==> src/hw/rtl/scfp_pkg.sv <==
// Shared types and constants of the serial command frame parser.
`default_nettype none

package scfp_pkg;

  localparam int unsigned BYTE_W    = 8;
  localparam int unsigned TICK_W    = 16;
  localparam int unsigned KIND_W    = 2;
  localparam int unsigned KEY_W     = 3;
  // Payload bytes that a decoded event can draw on (time set is the longest).
  localparam int unsigned EVT_BYTES = 7;
  localparam int unsigned IN_DATA_W = 8;
  // tx_byte, coord_x, coord_y, key_code, year, month..second = 99 bits, padded.
  localparam int unsigned OUT_DATA_W = 104;
  localparam int unsigned PAD_W      = OUT_DATA_W - 99;
  // Beat index of the final reply byte; index 0 is the event beat.
  localparam logic [2:0]  LAST_BEAT  = 3'd5;

  localparam logic [BYTE_W-1:0] SYNC_FIRST  = 8'hFF;
  localparam logic [BYTE_W-1:0] SYNC_SECOND = 8'hAA;
  localparam logic [BYTE_W-1:0] REPLY_CODE  = 8'h01;
  localparam logic [BYTE_W-1:0] CMD_TOUCH   = 8'h01;
  localparam logic [BYTE_W-1:0] CMD_KEY     = 8'h02;
  localparam logic [BYTE_W-1:0] CMD_TIME    = 8'h03;
  localparam logic [BYTE_W-1:0] CMD_ACK     = 8'h05;
  localparam logic [BYTE_W-1:0] KEY_MAX     = 8'd5;
  localparam logic [TICK_W-1:0] TIMEOUT_RST = 16'd100;

  typedef enum logic [KIND_W-1:0] {
    KIND_REPLY = 2'd0,
    KIND_TOUCH = 2'd1,
    KIND_KEY   = 2'd2,
    KIND_TIME  = 2'd3
  } kind_e;

  // Everything the result side needs from one good frame.
  typedef struct packed {
    kind_e                            ev;
    logic [BYTE_W-1:0]                cmd;
    logic [BYTE_W-1:0]                sum;
    logic [EVT_BYTES-1:0][BYTE_W-1:0] data;
  } frame_t;

endpackage

`default_nettype wire

==> src/hw/rtl/scfp_parser.sv <==
// Input register, frame state machine and payload store.
`default_nettype none

module scfp_parser import scfp_pkg::*; #(
  parameter int unsigned MAX_PAYLOAD = 7
) (
  input  wire logic                 clk_i,
  input  wire logic                 rst_ni,
  input  wire logic                 cfg_we_i,
  input  wire logic [TICK_W-1:0]    cfg_wdata_i,
  input  wire logic                 in_valid_i,
  output logic                      in_ready_o,
  input  wire logic                 in_func_i,
  input  wire logic [BYTE_W-1:0]    in_byte_i,
  input  wire logic                 free_i,
  output logic                      frame_valid_o,
  output frame_t                    frame_o
);

  localparam int unsigned LenW = $clog2(MAX_PAYLOAD + 1);
  localparam int unsigned IdxW = $clog2(MAX_PAYLOAD);
  localparam logic [BYTE_W-1:0] MaxLen = BYTE_W'(MAX_PAYLOAD);

  typedef enum logic [5:0] {
    PH_HUNT  = 6'b000001,
    PH_SYNC2 = 6'b000010,
    PH_CMD   = 6'b000100,
    PH_LEN   = 6'b001000,
    PH_DATA  = 6'b010000,
    PH_CHECK = 6'b100000
  } phase_e;

  logic              in_vld_q;
  logic              in_func_q;
  logic [BYTE_W-1:0] in_byte_q;

  phase_e            phase_q, phase_d;
  logic [BYTE_W-1:0] cmd_q, cmd_d;
  logic [BYTE_W-1:0] sum_q, sum_d;
  logic [LenW-1:0]   len_q, len_d;
  logic [LenW-1:0]   cnt_q, cnt_d;
  logic [TICK_W-1:0] idle_q, idle_d;
  logic [TICK_W-1:0] timeout_q;
  logic [BYTE_W-1:0] store_q [MAX_PAYLOAD];

  logic              cmd_ok;
  logic              hit;
  logic              consume;
  logic              store_we;
  logic [TICK_W-1:0] idle_inc;
  logic [LenW-1:0]   cnt_inc;

  always_comb begin
    case (cmd_q)
      CMD_TOUCH: cmd_ok = (len_q == LenW'(4));
      CMD_KEY:   cmd_ok = (len_q == LenW'(1)) && (store_q[0] <= KEY_MAX);
      CMD_TIME:  cmd_ok = (len_q == LenW'(7));
      CMD_ACK:   cmd_ok = 1'b1;
      default:   cmd_ok = 1'b0;
    endcase
  end

  // A good checksum byte needs the result side free; every other beat passes.
  assign hit = in_vld_q && !in_func_q && (phase_q == PH_CHECK) &&
               (in_byte_q == sum_q) && cmd_ok;
  assign consume       = in_vld_q && (!hit || free_i);
  assign in_ready_o    = !in_vld_q || consume;
  assign frame_valid_o = hit && free_i;

  always_comb begin
    case (cmd_q)
      CMD_TOUCH: frame_o.ev = KIND_TOUCH;
      CMD_KEY:   frame_o.ev = KIND_KEY;
      CMD_TIME:  frame_o.ev = KIND_TIME;
      default:   frame_o.ev = KIND_REPLY;
    endcase
    frame_o.cmd = cmd_q;
    frame_o.sum = sum_q;
    for (int i = 0; i < EVT_BYTES; i++) begin
      frame_o.data[i] = store_q[i];
    end
  end

  assign idle_inc = (idle_q == {TICK_W{1'b1}}) ? idle_q : idle_q + 1'b1;
  assign cnt_inc  = cnt_q + 1'b1;

  always_comb begin
    phase_d  = phase_q;
    cmd_d    = cmd_q;
    sum_d    = sum_q;
    len_d    = len_q;
    cnt_d    = cnt_q;
    idle_d   = idle_q;
    store_we = 1'b0;
    if (consume) begin
      if (in_func_q) begin
        if (phase_q != PH_HUNT) begin
          // Drop a partial frame once the idle gap reaches the timeout.
          if (idle_inc >= timeout_q) begin
            phase_d = PH_HUNT;
            idle_d  = '0;
          end else begin
            idle_d  = idle_inc;
          end
        end
      end else begin
        idle_d = '0;
        case (phase_q)
          PH_HUNT: begin
            if (in_byte_q == SYNC_FIRST) phase_d = PH_SYNC2;
          end
          PH_SYNC2: begin
            if (in_byte_q == SYNC_SECOND) begin
              phase_d = PH_CMD;
            end else if (in_byte_q != SYNC_FIRST) begin
              phase_d = PH_HUNT;
            end
          end
          PH_CMD: begin
            cmd_d   = in_byte_q;
            sum_d   = in_byte_q;
            phase_d = PH_LEN;
          end
          PH_LEN: begin
            if ((in_byte_q == '0) || (in_byte_q > MaxLen)) begin
              phase_d = PH_HUNT;
            end else begin
              len_d   = in_byte_q[LenW-1:0];
              cnt_d   = '0;
              sum_d   = sum_q + in_byte_q;
              phase_d = PH_DATA;
            end
          end
          PH_DATA: begin
            store_we = 1'b1;
            sum_d    = sum_q + in_byte_q;
            cnt_d    = cnt_inc;
            if (cnt_inc >= len_q) phase_d = PH_CHECK;
          end
          PH_CHECK: begin
            phase_d = PH_HUNT;
          end
          default: begin
            phase_d = PH_HUNT;
          end
        endcase
      end
    end
  end

  always_ff @(posedge clk_i or negedge rst_ni) begin
    if (!rst_ni) begin
      in_vld_q  <= 1'b0;
      phase_q   <= PH_HUNT;
      cmd_q     <= '0;
      sum_q     <= '0;
      len_q     <= '0;
      cnt_q     <= '0;
      idle_q    <= '0;
      timeout_q <= TIMEOUT_RST;
    end else begin
      if (in_valid_i && in_ready_o) begin
        in_vld_q <= 1'b1;
      end else if (consume) begin
        in_vld_q <= 1'b0;
      end
      phase_q <= phase_d;
      cmd_q   <= cmd_d;
      sum_q   <= sum_d;
      len_q   <= len_d;
      cnt_q   <= cnt_d;
      idle_q  <= idle_d;
      if (cfg_we_i) timeout_q <= cfg_wdata_i;
    end
  end

  always_ff @(posedge clk_i) begin
    if (in_valid_i && in_ready_o) begin
      in_func_q <= in_func_i;
      in_byte_q <= in_byte_i;
    end
    if (store_we) store_q[cnt_q[IdxW-1:0]] <= in_byte_q;
  end

endmodule

`default_nettype wire

==> src/hw/rtl/scfp_emitter.sv <==
// Result register: plays out the event beat (if the frame has one) and the five reply bytes.
`default_nettype none

module scfp_emitter import scfp_pkg::*; (
  input  wire logic                   clk_i,
  input  wire logic                   rst_ni,
  input  wire logic                   frame_valid_i,
  input  wire frame_t                 frame_i,
  output logic                        free_o,
  output logic                        m_valid_o,
  input  wire logic                   m_ready_i,
  output logic [OUT_DATA_W-1:0]       m_data_o,
  output logic [KIND_W-1:0]           m_kind_o,
  output logic                        m_last_o
);

  logic        busy_q;
  logic [2:0]  idx_q;
  frame_t      frm_q;
  logic        beat_done;
  logic        at_last;
  logic [BYTE_W-1:0]  tx_byte;
  logic [15:0]        coord_x, coord_y, year;
  logic [KEY_W-1:0]   key_code;
  logic [BYTE_W-1:0]  month, day, hour, minute, second;
  kind_e              kind;

  assign at_last   = (idx_q == LAST_BEAT);
  assign beat_done = busy_q && m_ready_i;
  assign free_o    = !busy_q || (m_ready_i && at_last);

  always_ff @(posedge clk_i or negedge rst_ni) begin
    if (!rst_ni) begin
      busy_q <= 1'b0;
      idx_q  <= '0;
    end else if (frame_valid_i) begin
      busy_q <= 1'b1;
      // Skip the event beat for a reply-only command.
      idx_q  <= (frame_i.ev == KIND_REPLY) ? 3'd1 : 3'd0;
    end else if (beat_done) begin
      if (at_last) begin
        busy_q <= 1'b0;
      end else begin
        idx_q  <= idx_q + 1'b1;
      end
    end
  end

  always_ff @(posedge clk_i) begin
    if (frame_valid_i) frm_q <= frame_i;
  end

  always_comb begin
    kind     = KIND_REPLY;
    tx_byte  = '0;
    coord_x  = '0;
    coord_y  = '0;
    key_code = '0;
    year     = '0;
    month    = '0;
    day      = '0;
    hour     = '0;
    minute   = '0;
    second   = '0;
    case (idx_q)
      3'd0: begin
        kind = frm_q.ev;
        case (frm_q.ev)
          KIND_TOUCH: begin
            coord_x = {frm_q.data[0], frm_q.data[1]};
            coord_y = {frm_q.data[2], frm_q.data[3]};
          end
          KIND_KEY: begin
            key_code = frm_q.data[0][KEY_W-1:0];
          end
          KIND_TIME: begin
            year   = {frm_q.data[0], frm_q.data[1]};
            month  = frm_q.data[2];
            day    = frm_q.data[3];
            hour   = frm_q.data[4];
            minute = frm_q.data[5];
            second = frm_q.data[6];
          end
          default: begin
          end
        endcase
      end
      3'd1:    tx_byte = SYNC_FIRST;
      3'd2:    tx_byte = SYNC_SECOND;
      3'd3:    tx_byte = frm_q.cmd;
      3'd4:    tx_byte = REPLY_CODE;
      default: tx_byte = frm_q.sum;
    endcase
  end

  assign m_valid_o = busy_q;
  assign m_kind_o  = kind;
  assign m_last_o  = at_last;
  assign m_data_o  = {{PAD_W{1'b0}}, second, minute, hour, day, month, year,
                      key_code, coord_y, coord_x, tx_byte};

endmodule

`default_nettype wire

==> src/hw/rtl/serial_command_frame_parser_unit.sv <==
// Top level of the serial command frame parser.
`default_nettype none

// Takes one beat per cycle on the slave side (a closing byte can stall): a
// received UART byte (tuser 0) or timer tick (tuser 1). Beats are registered,
// then the frame state machine updates. A checksum byte that closes a valid
// frame yields 5 result beats (reply FF AA cmd 01 sum) or 6 (a touch, key or
// time event first), played out one per cycle from the result register while
// m_axis_tready is high, the first in the cycle after the closing byte is
// accepted. While those beats drain, other input beats keep flowing at one
// per cycle; only the next frame-closing byte waits for the result register.
// The user must write timeout_ticks through cfg_we_i / cfg_wdata_i only
// while the block is idle; the block does not enforce it. It resets to 100.
module serial_command_frame_parser_unit import scfp_pkg::*; #(
  parameter int unsigned MAX_PAYLOAD = 7
) (
  input  wire logic                  clk_i,
  input  wire logic                  rst_ni,
  input  wire logic                  cfg_we_i,
  input  wire logic [TICK_W-1:0]     cfg_wdata_i,
  input  wire logic                  s_axis_tvalid,
  output logic                       s_axis_tready,
  input  wire logic [IN_DATA_W-1:0]  s_axis_tdata,   // [7:0] rx_byte
  input  wire logic                  s_axis_tuser,   // [0] func
  output logic                       m_axis_tvalid,
  input  wire logic                  m_axis_tready,
  // [7:0] tx_byte, [23:8] coord_x, [39:24] coord_y, [42:40] key_code,
  // [58:43] year, [66:59] month, [74:67] day, [82:75] hour,
  // [90:83] minute, [98:91] second, [103:99] zero
  output logic [OUT_DATA_W-1:0]      m_axis_tdata,
  output logic [KIND_W-1:0]          m_axis_tuser,   // [1:0] kind
  output logic                       m_axis_tlast    // last
);

  logic   free;
  logic   frame_valid;
  frame_t frame;

  scfp_parser #(
    .MAX_PAYLOAD(MAX_PAYLOAD)
  ) u_parser (
    .clk_i        (clk_i),
    .rst_ni       (rst_ni),
    .cfg_we_i     (cfg_we_i),
    .cfg_wdata_i  (cfg_wdata_i),
    .in_valid_i   (s_axis_tvalid),
    .in_ready_o   (s_axis_tready),
    .in_func_i    (s_axis_tuser),
    .in_byte_i    (s_axis_tdata),
    .free_i       (free),
    .frame_valid_o(frame_valid),
    .frame_o      (frame)
  );

  scfp_emitter u_emitter (
    .clk_i        (clk_i),
    .rst_ni       (rst_ni),
    .frame_valid_i(frame_valid),
    .frame_i      (frame),
    .free_o       (free),
    .m_valid_o    (m_axis_tvalid),
    .m_ready_i    (m_axis_tready),
    .m_data_o     (m_axis_tdata),
    .m_kind_o     (m_axis_tuser),
    .m_last_o     (m_axis_tlast)
  );

endmodule

`default_nettype wire

==> config.mk <==
export PLATFORM = sky130hd
export DESIGN_NAME = serial_command_frame_parser_unit
export DESIGN_NICKNAME = d
export VERILOG_FILES = /design/src/hw/rtl/scfp_pkg.sv /design/src/hw/rtl/scfp_parser.sv /design/src/hw/rtl/scfp_emitter.sv /design/src/hw/rtl/serial_command_frame_parser_unit.sv
export SDC_FILE = /design/constraint.sdc
export NUM_CORES = 1
export LEC_CHECK = 0
export ABC_CLOCK_PERIOD_IN_PS = 5100
export BUFFER_PORTS_ARGS = -buffer_cell sky130_fd_sc_hd__clkbuf_2
export CAP_MARGIN = 5
export CORE_MARGIN = 5
export CORE_UTILIZATION = 25
export CTS_BUF_LIST = sky130_fd_sc_hd__clkbuf_16
export CTS_CLUSTER_DIAMETER = 200
export DETAILED_ROUTE_END_ITERATION = 6
export GPL_TIMING_DRIVEN = 1
export PLACE_DENSITY = 0.41
export SKIP_CTS_REPAIR_TIMING = 1
export SLEW_MARGIN = 20
export SYNTH_ARGS = -nofsm -noshare
export SYNTH_HDL_FRONTEND = slang
export SYNTH_HIERARCHICAL = 1
export SYNTH_SLANG_ARGS = --single-unit
==> constraint.sdc <==
create_clock -name clk_i -period 5.1 [get_ports clk_i]
set_clock_uncertainty 0.05 [all_clocks]
set_input_delay 0.51 -clock clk_i [delete_from_list [all_inputs] [get_ports clk_i]]
set_output_delay 0.51 -clock clk_i [all_outputs]
set_load 0.05 [all_outputs]
=== Word-level counts from Yosys, hierarchy flattened ===
Memory sizes are Yosys's and may differ from the RTL's. A register that Yosys moved wholly into a read port is not among the register bits.
Cells that the tools add are included.

* Output and inout port bits: 109
* Bits of input ports: 30
* Logic and storage cells: 148
* Memories kept: 1
* Bits in registers: 100
* Bits in writable memories: 56

* Add/sub/neg operators: 4
* Magnitude comparators: 4
* Equal/unequal tests: 34
* Multiplexer cells: 53
* Reductions and logical operators: 34
* Bitwise logic cells: 2

{| class="wikitable"
|+ Memory list
! name !! depth !! bits a word !! rd ports !! clocked after Yosys merged registers in !! write ports !! line !! text
|-
| u_parser.store_q || 7 || 8 || 7 || 6 || 1 || scfp_parser.sv:44 || <nowiki>logic [BYTE_W-1:0] store_q [MAX_PAYLOAD];</nowiki>
|}

{| class="wikitable"
|+ Operators with widths
! operator !! count
|-
| $mux 16 || 10
|-
| $mux 8 || 11
|-
| $mux 6 || 7
|-
| $pmux 8 s5 || 1
|-
| $pmux 6 s5 || 1
|-
| $pmux 8 s3 || 1
|-
| $mux 3 || 6
|-
| $add 16x1->16 const B || 1
|-
| $eq 16x16->1 const B || 1
|-
| $eq 8x2->1 const B || 2
|-
| $eq 8x8->1 const B || 2
|-
| $ge 16x16->1 || 1
|-
| $eq 3x3->1 const B || 4
|-
| $reduce_and 4->1 || 3
|-
| $mux 1 || 11
|-
| $logic_and 1x1->1 || 10
|-
| $add 8x8->8 || 1
|-
| $eq 8x1->1 const B || 1
|-
| $eq 8x3->1 const B || 1
|-
| $eq 8x8->1 || 1
|-
| $gt 8x3->1 const B || 1
|-
| $le 8x3->1 const B || 1
|-
| $logic_not 8->1 || 1
|-
| $ne 2x2->1 const B || 4
|-
| other kinds (31) || 48
|}

=== Depth between registers and ports, before layout ===
Gate-level depths: netlist of the first run.

* Depth in word-level cells: 11
* Depth in mapped cells: 16
* Gate-level depth less buffers: 14

=== Cells and area by module ===
Netlist of the first run, hierarchy kept.

{| class="wikitable"
|+ Modules (own cells, without submodules)
! module !! times used !! cells each !! sequential area each (µm²) !! area each (µm²)
|-
| scfp_parser || 1 || 518 || 3483.3 || 5970.7
|-
| scfp_emitter || 1 || 243 || 2322.2 || 3375.7
|}

=== Worst setup path before layout of the first run ===
OpenSTA, ideal clock, no wires.

* Path kind: reg-to-reg
* Start point: reg u_parser.in_byte_q[2]
* End point: reg u_emitter.idx_q[0]
* Slack: 0.904 ns
* Arrival time: 4.018 ns
* Path buffers: 0
* Setup time: 0.127 ns
* Stages on the path, launching flop included: 8
* Cells stage by stage: edfxtp_1 > ha_1 > nor4b_1 > nand4_1 > a2111oi_0 > and2_1 > o21ai_0 > o31a_1

* Word-level cells in the longest chain between the ends: 6
* Elaborated cells between the ends (all ways): 8
* Classes of those cells: 2 x eq/ne; 1 x mux; 5 x reduce/logical

{| class="wikitable"
|+ RTL lines
! element !! line !! text
|-
| start: declaration || scfp_parser.sv:35 || <nowiki>logic [BYTE_W-1:0] in_byte_q;</nowiki>
|-
| start signal: assignment || scfp_parser.sv:180 || <nowiki>in_byte_q <= in_byte_i;</nowiki>
|-
| $eq 8x8->1 (*) || scfp_parser.sv:65 || <nowiki>(in_byte_q == sum_q) && cmd_ok;</nowiki>
|-
| $logic_and 1x1->1 (*) || scfp_parser.sv:64 || <nowiki>assign hit = in_vld_q && !in_func_q && (phase_q == PH_CHECK) &&</nowiki>
|-
| $logic_and 1x1->1 (*) || scfp_parser.sv:65 ||
|-
| $logic_and 1x1->1 (*) || scfp_parser.sv:68 || <nowiki>assign frame_valid_o = hit && free_i;</nowiki>
|-
| named net frame_valid || serial_command_frame_parser_unit.sv:36 || <nowiki>logic frame_valid;</nowiki>
|-
| $ne 2x2->1 (no source line) / $reduce_bool 2->1 (equally long branches) || n/a ||
|-
| $reduce_and 2->1 (no source line) || n/a ||
|-
| end signal: assignment || scfp_emitter.sv:39 || <nowiki>idx_q <= (frame_i.ev == KIND_REPLY) ? 3'd1 : 3'd0;</nowiki>
|-
| end signal: assignment || scfp_emitter.sv:44 || <nowiki>idx_q <= idx_q + 1'b1;</nowiki>
|-
| end: declaration || scfp_emitter.sv:18 || <nowiki>logic [2:0] idx_q;</nowiki>
|}

Mark *: on every way through the listed nets, which the timed path passes. The rest lies on a longest branch.
A chain may end at the register's enable or synchronous reset.

=== Worst setup path after layout of the first run ===
* Start point: reg u_parser.in_byte_q[5]
* End point: out s_axis_tready

* Word-level cells in the longest chain between the ends: 7

{| class="wikitable"
|+ RTL lines
! element !! line !! text
|-
| $eq 8x8->1 || scfp_parser.sv:65 ||
|-
| $logic_and 1x1->1 || scfp_parser.sv:64 ||
|-
| $logic_and 1x1->1 || scfp_parser.sv:65 ||
|-
| $logic_not 1->1 || scfp_parser.sv:66 || <nowiki>assign consume = in_vld_q && (!hit || free_i);</nowiki>
|-
| $logic_or 1x1->1 || scfp_parser.sv:66 ||
|-
| $logic_and 1x1->1 || scfp_parser.sv:66 ||
|-
| $logic_or 1x1->1 || scfp_parser.sv:67 || <nowiki>assign in_ready_o = !in_vld_q || consume;</nowiki>
|-
| end: declaration || serial_command_frame_parser_unit.sv:22 || <nowiki>output logic s_axis_tready,</nowiki>
|}

Every way passes these cells.

==> flow_metrics.py, run 1 <==
metrics = {
    "die": {
        "initial_utilization": 0.254,
        "dieHeight_um": 203,
        "io_pins": 139,
        "die-area_um2": 41400,
        "core_area_um2": 36800,
        "chipWidth_um": 203,
        "fp-row-count": 70,
    },
    "critical_path": {
        "critical_path.endpoint_type": "primary output",
        "critical_path_arrival_ns": 3.62,
        "critical_path.startpoint": "u_parser/in_byte_q[5]",
        "highest_fanout_seen_on_the_critical_path": 8,
        "crit_required_ns": 4.54,
        "setup.worst_path.start_class": "flip-flop",
        "crit-reg2reg-launch": "u_parser/idle_q[0]",
        "path_class": "reg -> out",
    },
    "yosys": {
        "postSynthAreaPerCell_um2": 12.3,
        "synth-edff-count": 139,
        "ys_top_cells_by_count": "sky130_fd_sc_hd__edfxtp_1 (139), sky130_fd_sc_hd__and2_1 (95), sky130_fd_sc_hd__dfrtp_1 (61)",
        "netlist-cell-type-count": 63,
        "yosys_warnings": 6,
        "yosysMostFrequentCell": "sky130_fd_sc_hd__edfxtp_1",
        "yosysSeqAreaShare": 0.621,
        "synth_flop_cell": "sky130_fd_sc_hd__edfxtp_1",
        "yosysTopAreaCellShare": 0.447,
        "ys_ff_latch": 204,
        "postSynth.asyncResetShare": 0.319,
        "synthCells": 761,
        "ys_top_cells_by_area": "sky130_fd_sc_hd__edfxtp_1 (45%), sky130_fd_sc_hd__dfrtp_1 (16%), sky130_fd_sc_hd__and2_1 (6.4%), sky130_fd_sc_hd__ha_1 (4.4%), sky130_fd_sc_hd__nand2_1 (2.4%)",
        "netlist.top_cell.by_area": "sky130_fd_sc_hd__edfxtp_1",
        "synth.cell_area_um2": 9350,
    },
    "grt": {
        "first_pass_grt_wire_length_um": 36100,
        "grt_usage": 0.110,
        "global_route.overflow_total": 0,
        "grt_antenna_before_repair": 1,
        "grt_start_max_net_pins": 57,
        "first_global_vias": 6093,
    },
    "detailed_routing": {
        "detail_route.iter0.violations": 317,
        "ant_nets": 0,
        "drt_pass1_iterations": 4,
        "drcViolationCount": 0,
        "num_vias": 6163,
        "post_drt_wl_per_cell_um": 16.7,
        "totalWireLength_um": 23300,
        "post_detailed_route_via_to_cell_ratio": 4.41,
    },
    "cells_and_area": {
        "fill_cells": 3765,
        "final_core_utilization": 0.309,
        "nNetsFinal": 974,
        "final_cell_area_um2": 11400,
        "antenna-diode-count": 0,
        "multiInputGateArea_um2": 3270,
        "fraction_of_layout_cells_with_a_size_suffix_above_1": 0.231,
        "area_growth_syn_to_layout_pct": 21.5,
        "seq_area_um2": 5810,
    },
    "pwr": {
        "power.density_nw_per_um2": 332,
        "total_power_mw": 3.77,
        "p_leak_nw": 4.73,
        "power.ir.vdd_worst_mv": 0.217,
    },
    "run": {
        "cap_viol_max_count": 0,
    },
    "sta": {
        "setup_tns_ns": 0,
        "rsz0062_at_grt": "no",
        "final_setup_violations": 0,
        "slew_viol_final": 0,
        "final.period_utilization": 0.820,
        "final_hold_violation_count": 0,
        "tightest_hold_margin_ns": 0.118,
        "max_slew_margin": 0.428,
        "tightestPinTransition_ns": 0.855,
        "max_clock_freq_mhz": 239,
        "fin_crit_ns": 4.18,
    },
    "clocking": {
        "worstSkewPairLatency_ns": 0.53,
        "clk_transition_reported_paths_ns": 0.06,
        "root_buffer": "sky130_fd_sc_hd__clkbuf_16",
        "cts_made_buffers": 25,
        "cts_tree": "built",
        "clockBufferDepth": 3,
        "cts.sink_count": 204,
        "cts-htree-levels": 1,
    },
    "placement": {
        "placed_cell_area_um2": 10600,
        "routabilityCongestion": 0.766,
        "detailed_place_hpwl_um": 16700,
        "port_buffers": 133,
    },
    "run_status": {
        "status": "complete, no violations",
    },
    "min_path": {
        "min_from": "s_axis_tdata[5]",
        "worst_hold_path_type": "in -> reg",
    },
}
-- through the flow --
| stage | setup WS [ns] | instances |
|---|---|---|
| after floorplan | 0.904 | 765 |
| after global placement | 0.947 | 1350 |
| after detailed placement | 0.951 | 1350 |
| after CTS | 0.833 | 1396 |
| after global routing | 0.659 | 1397 |
| final | 0.918 | 1397 |
-- kinds of logic (layout without fill, tap and decap cells) --
family | Yosys count | in the layout | synth area share
adder cells (fa/ha/maj) | 34 | 34 | 0.0463
flip-flops | 204 | 204 | 0.621
multiplexers | 22 | 22 | 0.0257
XOR/XNOR | 16 | 16 | 0.0150
other | 1 | 5 | 0.000401
AO/OA/AOI/OAI | 121 | 121 | 0.0858
buffers and inverters | 69 | 233 | 0.0325
AND/OR/NAND/NOR | 294 | 294 | 0.173
-- final timing paths --
kind                       depth (start not counted)  slack, ns                     to
max                                                6       0.92          s_axis_tready
min                                                1       0.12  u_parser/in_byte_q[5]
max reg2reg                                       13       0.95     u_parser/idle_q[0]
min reg2reg                                        0       0.36    u_emitter/frm_q[10]
max in group asynchronous                          3       3.55      u_parser/cmd_q[5]
min in group asynchronous                          2       0.40  u_parser/timeout_q[0]
-- critical path, cell delays in order (launching register included) --
cell and delay (ns):
sky130_fd_sc_hd__edfxtp_1 0.49, sky130_fd_sc_hd__ha_1 0.39, sky130_fd_sc_hd__nor4b_1 0.46, sky130_fd_sc_hd__nand4_1 0.17, sky130_fd_sc_hd__a2111oi_0 0.71, sky130_fd_sc_hd__nand2b_1 0.51, sky130_fd_sc_hd__clkbuf_2 0.38
-- sequential cells by signal (all words and copies together) (netlist names) --
| signal | flops |
|---|---|
| u_emitter/frm_q | 74 |
| u_parser/phase_q | 6 |
| u_parser/in_byte_q | 8 |
| u_parser/idle_q | 16 |
| u_parser/in_func_q | 1 |
| u_parser/cnt_q | 3 |
| u_emitter/idx_q | 3 |
| u_parser/sum_q | 8 |
| u_parser/in_vld_q | 1 |
| u_parser/cmd_q | 8 |
| u_parser/timeout_q | 16 |
| u_emitter/m_valid_o | 1 |
| u_parser/store_q | 56 |
| u_parser/len_q | 3 |
-- placed cells by master, fill, tap and decap left out, types with 9 or more instances in the layout --
cell	netlist	layout
sky130_fd_sc_hd__edfxtp_1	139	139
sky130_fd_sc_hd__clkbuf_2	0	132
sky130_fd_sc_hd__and2_1	95	94
sky130_fd_sc_hd__dfrtp_1	61	61
sky130_fd_sc_hd__nand2_1	59	59
sky130_fd_sc_hd__inv_1	38	43
sky130_fd_sc_hd__o21ai_0	43	43
sky130_fd_sc_hd__nor2_1	41	41
sky130_fd_sc_hd__ha_1	33	33
sky130_fd_sc_hd__clkbuf_16	0	25
sky130_fd_sc_hd__nor3_1	19	18
sky130_fd_sc_hd__a21oi_1	18	18
sky130_fd_sc_hd__mux2_2	16	16
sky130_fd_sc_hd__buf_4	10	15
sky130_fd_sc_hd__nand3_1	14	14
sky130_fd_sc_hd__xor2_1	11	11
sky130_fd_sc_hd__a22o_1	10	10
sky130_fd_sc_hd__nor2b_1	9	9
-- final cells by class --
type / instances / area share
clock buffer: 25 / 0.0551
clock inverter: 21 / 0.0129
inverter: 38 / 0.0126
multi-input combinational: 492 / 0.287
sequential: 204 / 0.511
tap: 468 / 0.0515
timing repair buffer: 149 / 0.0694
-- layer usage --
metal  global-route usage  share of wire
met1                0.146           0.46
met2                0.183           0.47
met3               0.0215          0.048
met4               0.0332          0.031
met5                    0        0.00056
-- power breakdown --
| group | switching, mW | internal [mW] |
|---|---|---|
| clock | 0.689 | 0.950 |
| combinational | 0.167 | 0.110 |
| sequential | 0.0436 | 1.81 |
No activity file was read; power rests on OpenSTA's default activity.
==> inputs of run 2 (changes only) <==
--- a/config.mk
+++ b/config.mk
@@ -5,7 +5,7 @@
 export SDC_FILE = /design/constraint.sdc
 export NUM_CORES = 1
 export LEC_CHECK = 0
-export ABC_CLOCK_PERIOD_IN_PS = 5100
+export ABC_CLOCK_PERIOD_IN_PS = 3440
 export BUFFER_PORTS_ARGS = -buffer_cell sky130_fd_sc_hd__clkbuf_2
 export CAP_MARGIN = 5
 export CORE_MARGIN = 5
@@ -14,7 +14,7 @@
 export CTS_CLUSTER_DIAMETER = 200
 export DETAILED_ROUTE_END_ITERATION = 6
 export GPL_TIMING_DRIVEN = 1
-export PLACE_DENSITY = 0.41
+export PLACE_DENSITY = 0.43
 export SKIP_CTS_REPAIR_TIMING = 1
 export SLEW_MARGIN = 20
 export SYNTH_ARGS = -nofsm -noshare
==> constraint.sdc (replaced) <==
create_clock -name clk_i -period 3.44 [get_ports clk_i]
set_clock_uncertainty 0.05 [all_clocks]
set_input_delay 0.344 -clock clk_i [delete_from_list [all_inputs] [get_ports clk_i]]
set_output_delay 0.344 -clock clk_i [all_outputs]
set_load 0.05 [all_outputs]
==> run 2 against run 1 <==
  * The run now ends with hold timing left
  * Clock-buffer cell count is 2 lower
  * Final cell count increased by 3.9%
  * Via count increased by 2.0%
  * Power rose by 51%
  * Sequential share of layout area down 2.6 points
  * Highest routed layer is now met4
==> flow_metrics.py, run 2 (same netlist as run 1, synthesis figures left out) <==
metrics = {
    "cells_and_area": {
        "top_register": "u_emitter/frm_q",
        "fraction_of_layout_cells_with_a_size_suffix_above_1": 0.275,
        "largest_register_ffs": 74,
        "final_core_utilization": 0.326,
        "mostFrequentLayoutCell": "sky130_fd_sc_hd__edfxtp_1",
        "area_growth_syn_to_layout_pct": 28.2,
        "most-common-layout-cells": "sky130_fd_sc_hd__edfxtp_1 (139), sky130_fd_sc_hd__clkbuf_2 (131), sky130_fd_sc_hd__and2_1 (94), sky130_fd_sc_hd__dfrtp_1 (60), sky130_fd_sc_hd__nand2_1 (58)",
        "nNetsFinal": 1031,
        "final_cell_area_um2": 12000,
        "antenna-diode-count": 0,
        "reg_top3": "u_emitter/frm_q (74), u_parser/store_q (56)",
    },
    "die": {
        "core_area_um2": 36800,
        "fp-row-count": 70,
        "dieHeight_um": 203,
        "die-area_um2": 41400,
        "initial_utilization": 0.254,
        "chipWidth_um": 203,
        "io_pins": 139,
    },
    "critical_path": {
        "setup.worst_path.start_class": "flip-flop",
        "critical_path.most_common_cell": "sky130_fd_sc_hd__nand3_1",
        "highest_fanout_seen_on_the_critical_path": 6,
        "critical_path_arrival_ns": 3.64,
        "max_stage_delay_ns": 0.41,
        "crit_path_cell_trace": "and3_1 > and2_1 > nand3_1 > or3_4 > nor2_1 > mux2i_1 > inv_1 > ha_1 > nand3_1 > o31ai_2 > a41o_4 > buf_8 > o21ai_0 > a22o_1",
        "cpMaxStageDelayCell": "sky130_fd_sc_hd__or3_4",
        "crit_required_ns": 3.80,
        "path_class": "reg -> reg",
        "critical_path.endpoint_type": "flip-flop",
        "worst-r2r-setup-slack_ns": 0.15,
        "rr_worst_depth": 14,
    },
    "pwr": {
        "power.ir.vdd_worst_mv": 0.310,
        "power.density_nw_per_um2": 474,
        "total_power_mw": 5.68,
        "p_leak_nw": 5.05,
    },
    "detailed_routing": {
        "ant_nets": 0,
        "post_detailed_route_via_to_cell_ratio": 4.33,
        "num_vias": 6286,
        "drt_pass1_iterations": 4,
        "post_drt_wl_per_cell_um": 16.5,
        "drcViolationCount": 0,
        "detail_route.iter0.violations": 238,
        "totalWireLength_um": 24000,
    },
    "clocking": {
        "cts_made_buffers": 23,
        "cts.sink_count": 204,
        "cts-htree-levels": 1,
        "cts_tree": "built",
        "root_buffer": "sky130_fd_sc_hd__clkbuf_16",
        "clk_transition_reported_paths_ns": 0.06,
        "worstSkewPairLatency_ns": 0.52,
        "clockBufferDepth": 3,
    },
    "grt": {
        "first_pass_grt_wire_length_um": 37200,
        "global_route.overflow_total": 0,
        "grt_antenna_before_repair": 0,
        "grt_start_max_net_pins": 57,
        "grt_usage": 0.113,
        "first_global_vias": 6267,
    },
    "sta": {
        "fin_crit_ns": 3.29,
        "final_hold_violation_count": 4,
        "tightest_hold_margin_ns": -0.0119,
        "final.period_utilization": 0.955,
        "rsz0062_at_grt": "yes",
        "max_slew_margin": 0.494,
        "setup_tns_ns": 0,
        "final_setup_violations": 0,
        "slew_viol_final": 0,
        "tightestPinTransition_ns": 0.750,
        "max_clock_freq_mhz": 304,
    },
    "run_status": {
        "failed_checks": "hold timing",
        "status": "finished, violations left",
    },
    "run": {
        "cap_viol_max_count": 0,
    },
    "min_path": {
        "number_of_instances_on_the_worst_hold_path": 3,
        "worst_hold_path_type": "in -> reg",
    },
    "placement": {
        "detailed_place_hpwl_um": 17300,
        "placed_cell_area_um2": 10900,
        "port_buffers": 133,
        "routabilityCongestion": 0.819,
    },
}
-- run 2: cell count changes in the layout (fill, tap and decap cells not counted), moves of 3 or more --
cell	previous run	this run
sky130_fd_sc_hd__buf_4	15	52
sky130_fd_sc_hd__buf_12	0	3
sky130_fd_sc_hd__o21ai_0	43	37
sky130_fd_sc_hd__dlygate4sd3_1	1	16
sky130_fd_sc_hd__clkinv_1	8	4
sky130_fd_sc_hd__nor2_1	41	38
sky130_fd_sc_hd__o21ai_1	0	6
-- run 2: area by class of cell --
cell class              count  area, um^2
inverters                  38         143
fillers                  3738       24800
flip-flops and latches    204        5810
well taps                 468         586
clock buffers              23         576
clock inverters            19         178
multi-input cells         492        3350
repair buffers            208        1340
-- run 2: layer usage --
metal	vias up	part of all wire	global-route usage
met1	2977	0.47	0.157
met4	0	0.016	0.0222
li1	3147	-	-
met2	138	0.47	0.186
met5	-	0	0
met3	24	0.045	0.0208
-- run 2: power breakdown --
group | internal (mW) | switching (mW) | leakage (nW) | total [mW]
Sequential | 2.68 | 0.0478 | 2.06 | 2.73
Combinational | 0.224 | 0.297 | 2.60 | 0.521
Clock | 1.45 | 0.990 | 0.391 | 2.44
-- run 2: worst paths after layout --
| check | startpoint | endpoint |
|---|---|---|
| max | u_parser/idle_q[1] | u_parser/idle_q[11] |
| min | cfg_wdata_i[4] | u_parser/timeout_q[4] |
| max reg2reg | u_parser/idle_q[1] | u_parser/idle_q[11] |
| min reg2reg | u_parser/store_q[6][5] | u_emitter/frm_q[53] |
| max in group asynchronous | rst_ni | u_parser/idle_q[12] |
| min in group asynchronous | rst_ni | u_parser/timeout_q[0] |
-- run 2: through the flow --
step                      cells  setup slack [ns]
after floorplan             765            0.0199
after global placement     1387            0.0834
after detailed placement   1387            0.0277
after CTS                  1429            -0.239
after global routing       1452           -0.0300
final                      1452             0.153
-- run 2: critical path: cells and delay by family (launching register included) --
family	cells	cell delay, ns
AO/OA/AOI/OAI	4	0.87
adder cells (fa/ha/maj)	1	0.29
buffers and inverters	2	0.21
flip-flops	1	0.38
multiplexers	1	0.23
AND/OR/NAND/NOR	6	1.13
==> inputs of run 3 (changes only) <==
--- a/config.mk
+++ b/config.mk
@@ -10,11 +10,11 @@
 export CAP_MARGIN = 5
 export CORE_MARGIN = 5
 export CORE_UTILIZATION = 25
-export CTS_BUF_LIST = sky130_fd_sc_hd__clkbuf_16
+export CTS_BUF_LIST = sky130_fd_sc_hd__clkbuf_4 sky130_fd_sc_hd__clkbuf_8
 export CTS_CLUSTER_DIAMETER = 200
 export DETAILED_ROUTE_END_ITERATION = 6
 export GPL_TIMING_DRIVEN = 1
-export PLACE_DENSITY = 0.43
+export PLACE_DENSITY = 0.51
 export SKIP_CTS_REPAIR_TIMING = 1
 export SLEW_MARGIN = 20
 export SYNTH_ARGS = -nofsm -noshare
==> run 3 against run 2 <==
  * The run still ends with hold timing left
  * Die area unchanged
  * Hold slack got worse by 0.0025 ns
  * Combinational power decreased by 3%
  * First-iteration DRC count increased by 84%
  * Routed wire length decreased by 3.1%
  * Critical path depth unchanged
==> flow_metrics.py, run 3 (same netlist as run 1, synthesis figures left out) <==
metrics = {
    "detailed_routing": {
        "detail_route.iter0.violations": 439,
        "post_drt_wl_per_cell_um": 15.8,
        "num_vias": 6371,
        "drcViolationCount": 0,
        "post_detailed_route_via_to_cell_ratio": 4.33,
        "totalWireLength_um": 23300,
        "ant_nets": 0,
        "drt_pass1_iterations": 4,
    },
    "pwr": {
        "power.density_nw_per_um2": 453,
        "p_leak_nw": 4.99,
        "power.ir.vdd_worst_mv": 0.197,
    },
    "die": {
        "die-area_um2": 41400,
        "dieHeight_um": 203,
        "fp-row-count": 70,
        "chipWidth_um": 203,
        "initial_utilization": 0.254,
        "io_pins": 139,
        "core_area_um2": 36800,
    },
    "sta": {
        "tightestPinTransition_ns": 0.836,
        "final_hold_violation_count": 2,
        "final_setup_violations": 0,
        "tightest_hold_margin_ns": -0.0144,
        "setup_tns_ns": 0,
        "slew_viol_final": 0,
        "max_clock_freq_mhz": 302,
        "fin_crit_ns": 3.31,
        "final.period_utilization": 0.961,
        "max_slew_margin": 0.440,
    },
    "clocking": {
        "cts_made_buffers": 36,
        "root_buffer": "sky130_fd_sc_hd__clkbuf_8",
        "clockBufferDepth": 3,
        "clk_transition_reported_paths_ns": 0.07,
        "cts.sink_count": 204,
        "cts-htree-levels": 2,
        "cts_tree": "built",
        "worstSkewPairLatency_ns": 0.53,
    },
    "grt": {
        "grt_start_max_net_pins": 57,
        "first_global_vias": 6271,
        "grt_usage": 0.109,
        "grt_antenna_before_repair": 0,
        "first_pass_grt_wire_length_um": 35900,
        "global_route.overflow_total": 0,
    },
    "cells_and_area": {
        "final_core_utilization": 0.323,
        "final_cell_area_um2": 11900,
        "largest_register_ffs": 74,
        "area_growth_syn_to_layout_pct": 27.2,
        "seq_area_um2": 5810,
        "reg_top3": "u_emitter/frm_q (74), u_parser/store_q (56)",
        "most-common-layout-cells": "sky130_fd_sc_hd__edfxtp_1 (139), sky130_fd_sc_hd__clkbuf_2 (131), sky130_fd_sc_hd__and2_1 (94), sky130_fd_sc_hd__dfrtp_1 (61), sky130_fd_sc_hd__nand2_1 (59)",
        "multiInputGateArea_um2": 3370,
        "fraction_of_layout_cells_with_a_size_suffix_above_1": 0.291,
        "mostFrequentLayoutCell": "sky130_fd_sc_hd__edfxtp_1",
        "fill_cells": 3764,
        "top_register": "u_emitter/frm_q",
        "antenna-diode-count": 0,
        "nNetsFinal": 1038,
    },
    "critical_path": {
        "max_stage_delay_ns": 0.37,
        "setup.worst_path.start_class": "flip-flop",
        "critical-path-top-delay-family": "compound AO/OA/AOI/OAI gates",
        "cp.buffers_inverters": 2,
        "crit_path_cell_trace": "and3_4 > nand4_1 > or2_4 > nor2_2 > buf_6 > nor2_1 > xor2_1 > ha_1 > a2111oi_1 > o21ai_1 > a41o_4 > clkbuf_16 > o21ai_0 > a22o_1",
        "critical_path_arrival_ns": 3.72,
        "highest_fanout_seen_on_the_critical_path": 7,
        "crit_required_ns": 3.86,
        "cpMaxStageDelayCell": "sky130_fd_sc_hd__dfrtp_1",
        "critical_path.endpoint_type": "flip-flop",
        "path_class": "reg -> reg",
    },
    "run": {
        "cap_viol_max_count": 0,
    },
    "placement": {
        "routabilityCongestion": 0.819,
        "detailed_place_hpwl_um": 16200,
        "placed_cell_area_um2": 10800,
        "port_buffers": 133,
    },
    "min_path": {
        "worst_hold_path_type": "in -> reg",
    },
    "run_status": {
        "status": "finished, violations left",
        "failed_checks": "hold timing",
    },
}
## run 3: tightest hold or removal path: cells and delay by family
kind	cells	cell delay, ns
AOI/OAI and AO/OA	1	0.06
buffers and inverters	1	0.08
and+or+nand+nor	1	0.04
## run 3: cell type report
class	instances	share of cell area
multi-input cells	492	0.284
flip-flops and latches	204	0.488
clock buffers	49	0.0504
clock inverters	17	0.00789
inverters	38	0.0120
repair buffers	202	0.109
well taps	468	0.0493
## run 3: per-stage QoR
| stage | std cells | total power [mW] | worst slack (ns) |
|---|---|---|---|
| 5_1_grt | 1470 | 5.68 | -0.0731 |
| 2_1_floorplan | 765 | 3.05 | 0.0199 |
| 6_report | 1470 | 5.39 | 0.134 |
| 4_1_cts | 1442 | 5.44 | -0.234 |
| 3_3_place_gp | 1376 | 3.23 | 0.0940 |
| 3_5_place_dp | 1376 | 3.24 | 0.0444 |
## run 3: where the power goes
| group | switching, mW | internal, mW | total [mW] |
|---|---|---|---|
| clock | 1.01 | 1.15 | 2.16 |
| combinational | 0.284 | 0.223 | 0.507 |
| sequential | 0.0443 | 2.68 | 2.72 |
## run 3: per-layer routing
metal  vias to the layer above  GRT usage  share of wire
met4                         0     0.0291          0.019
met2                       174      0.180           0.47
met1                      2986      0.143           0.45
met3                        41     0.0272          0.056
li1                       3170          -              -
met5                         -          0              0
## run 3: final timing paths
check | startpoint | to | slack, ns | cells after the start
setup / recovery | u_parser/idle_q[6] | u_parser/idle_q[9] | 0.13 | 14
setup reg to reg | u_parser/idle_q[6] | u_parser/idle_q[9] | 0.13 | 14
hold / removal | cfg_wdata_i[4] | u_parser/timeout_q[4] | -0.01 | 3
max in group asynchronous | rst_ni | u_parser/sum_q[7] | 2.06 | 3
hold reg to reg | u_parser/store_q[5][0] | u_emitter/frm_q[40] | 0.35 | 0
min in group asynchronous | rst_ni | u_parser/timeout_q[1] | 0.24 | 2
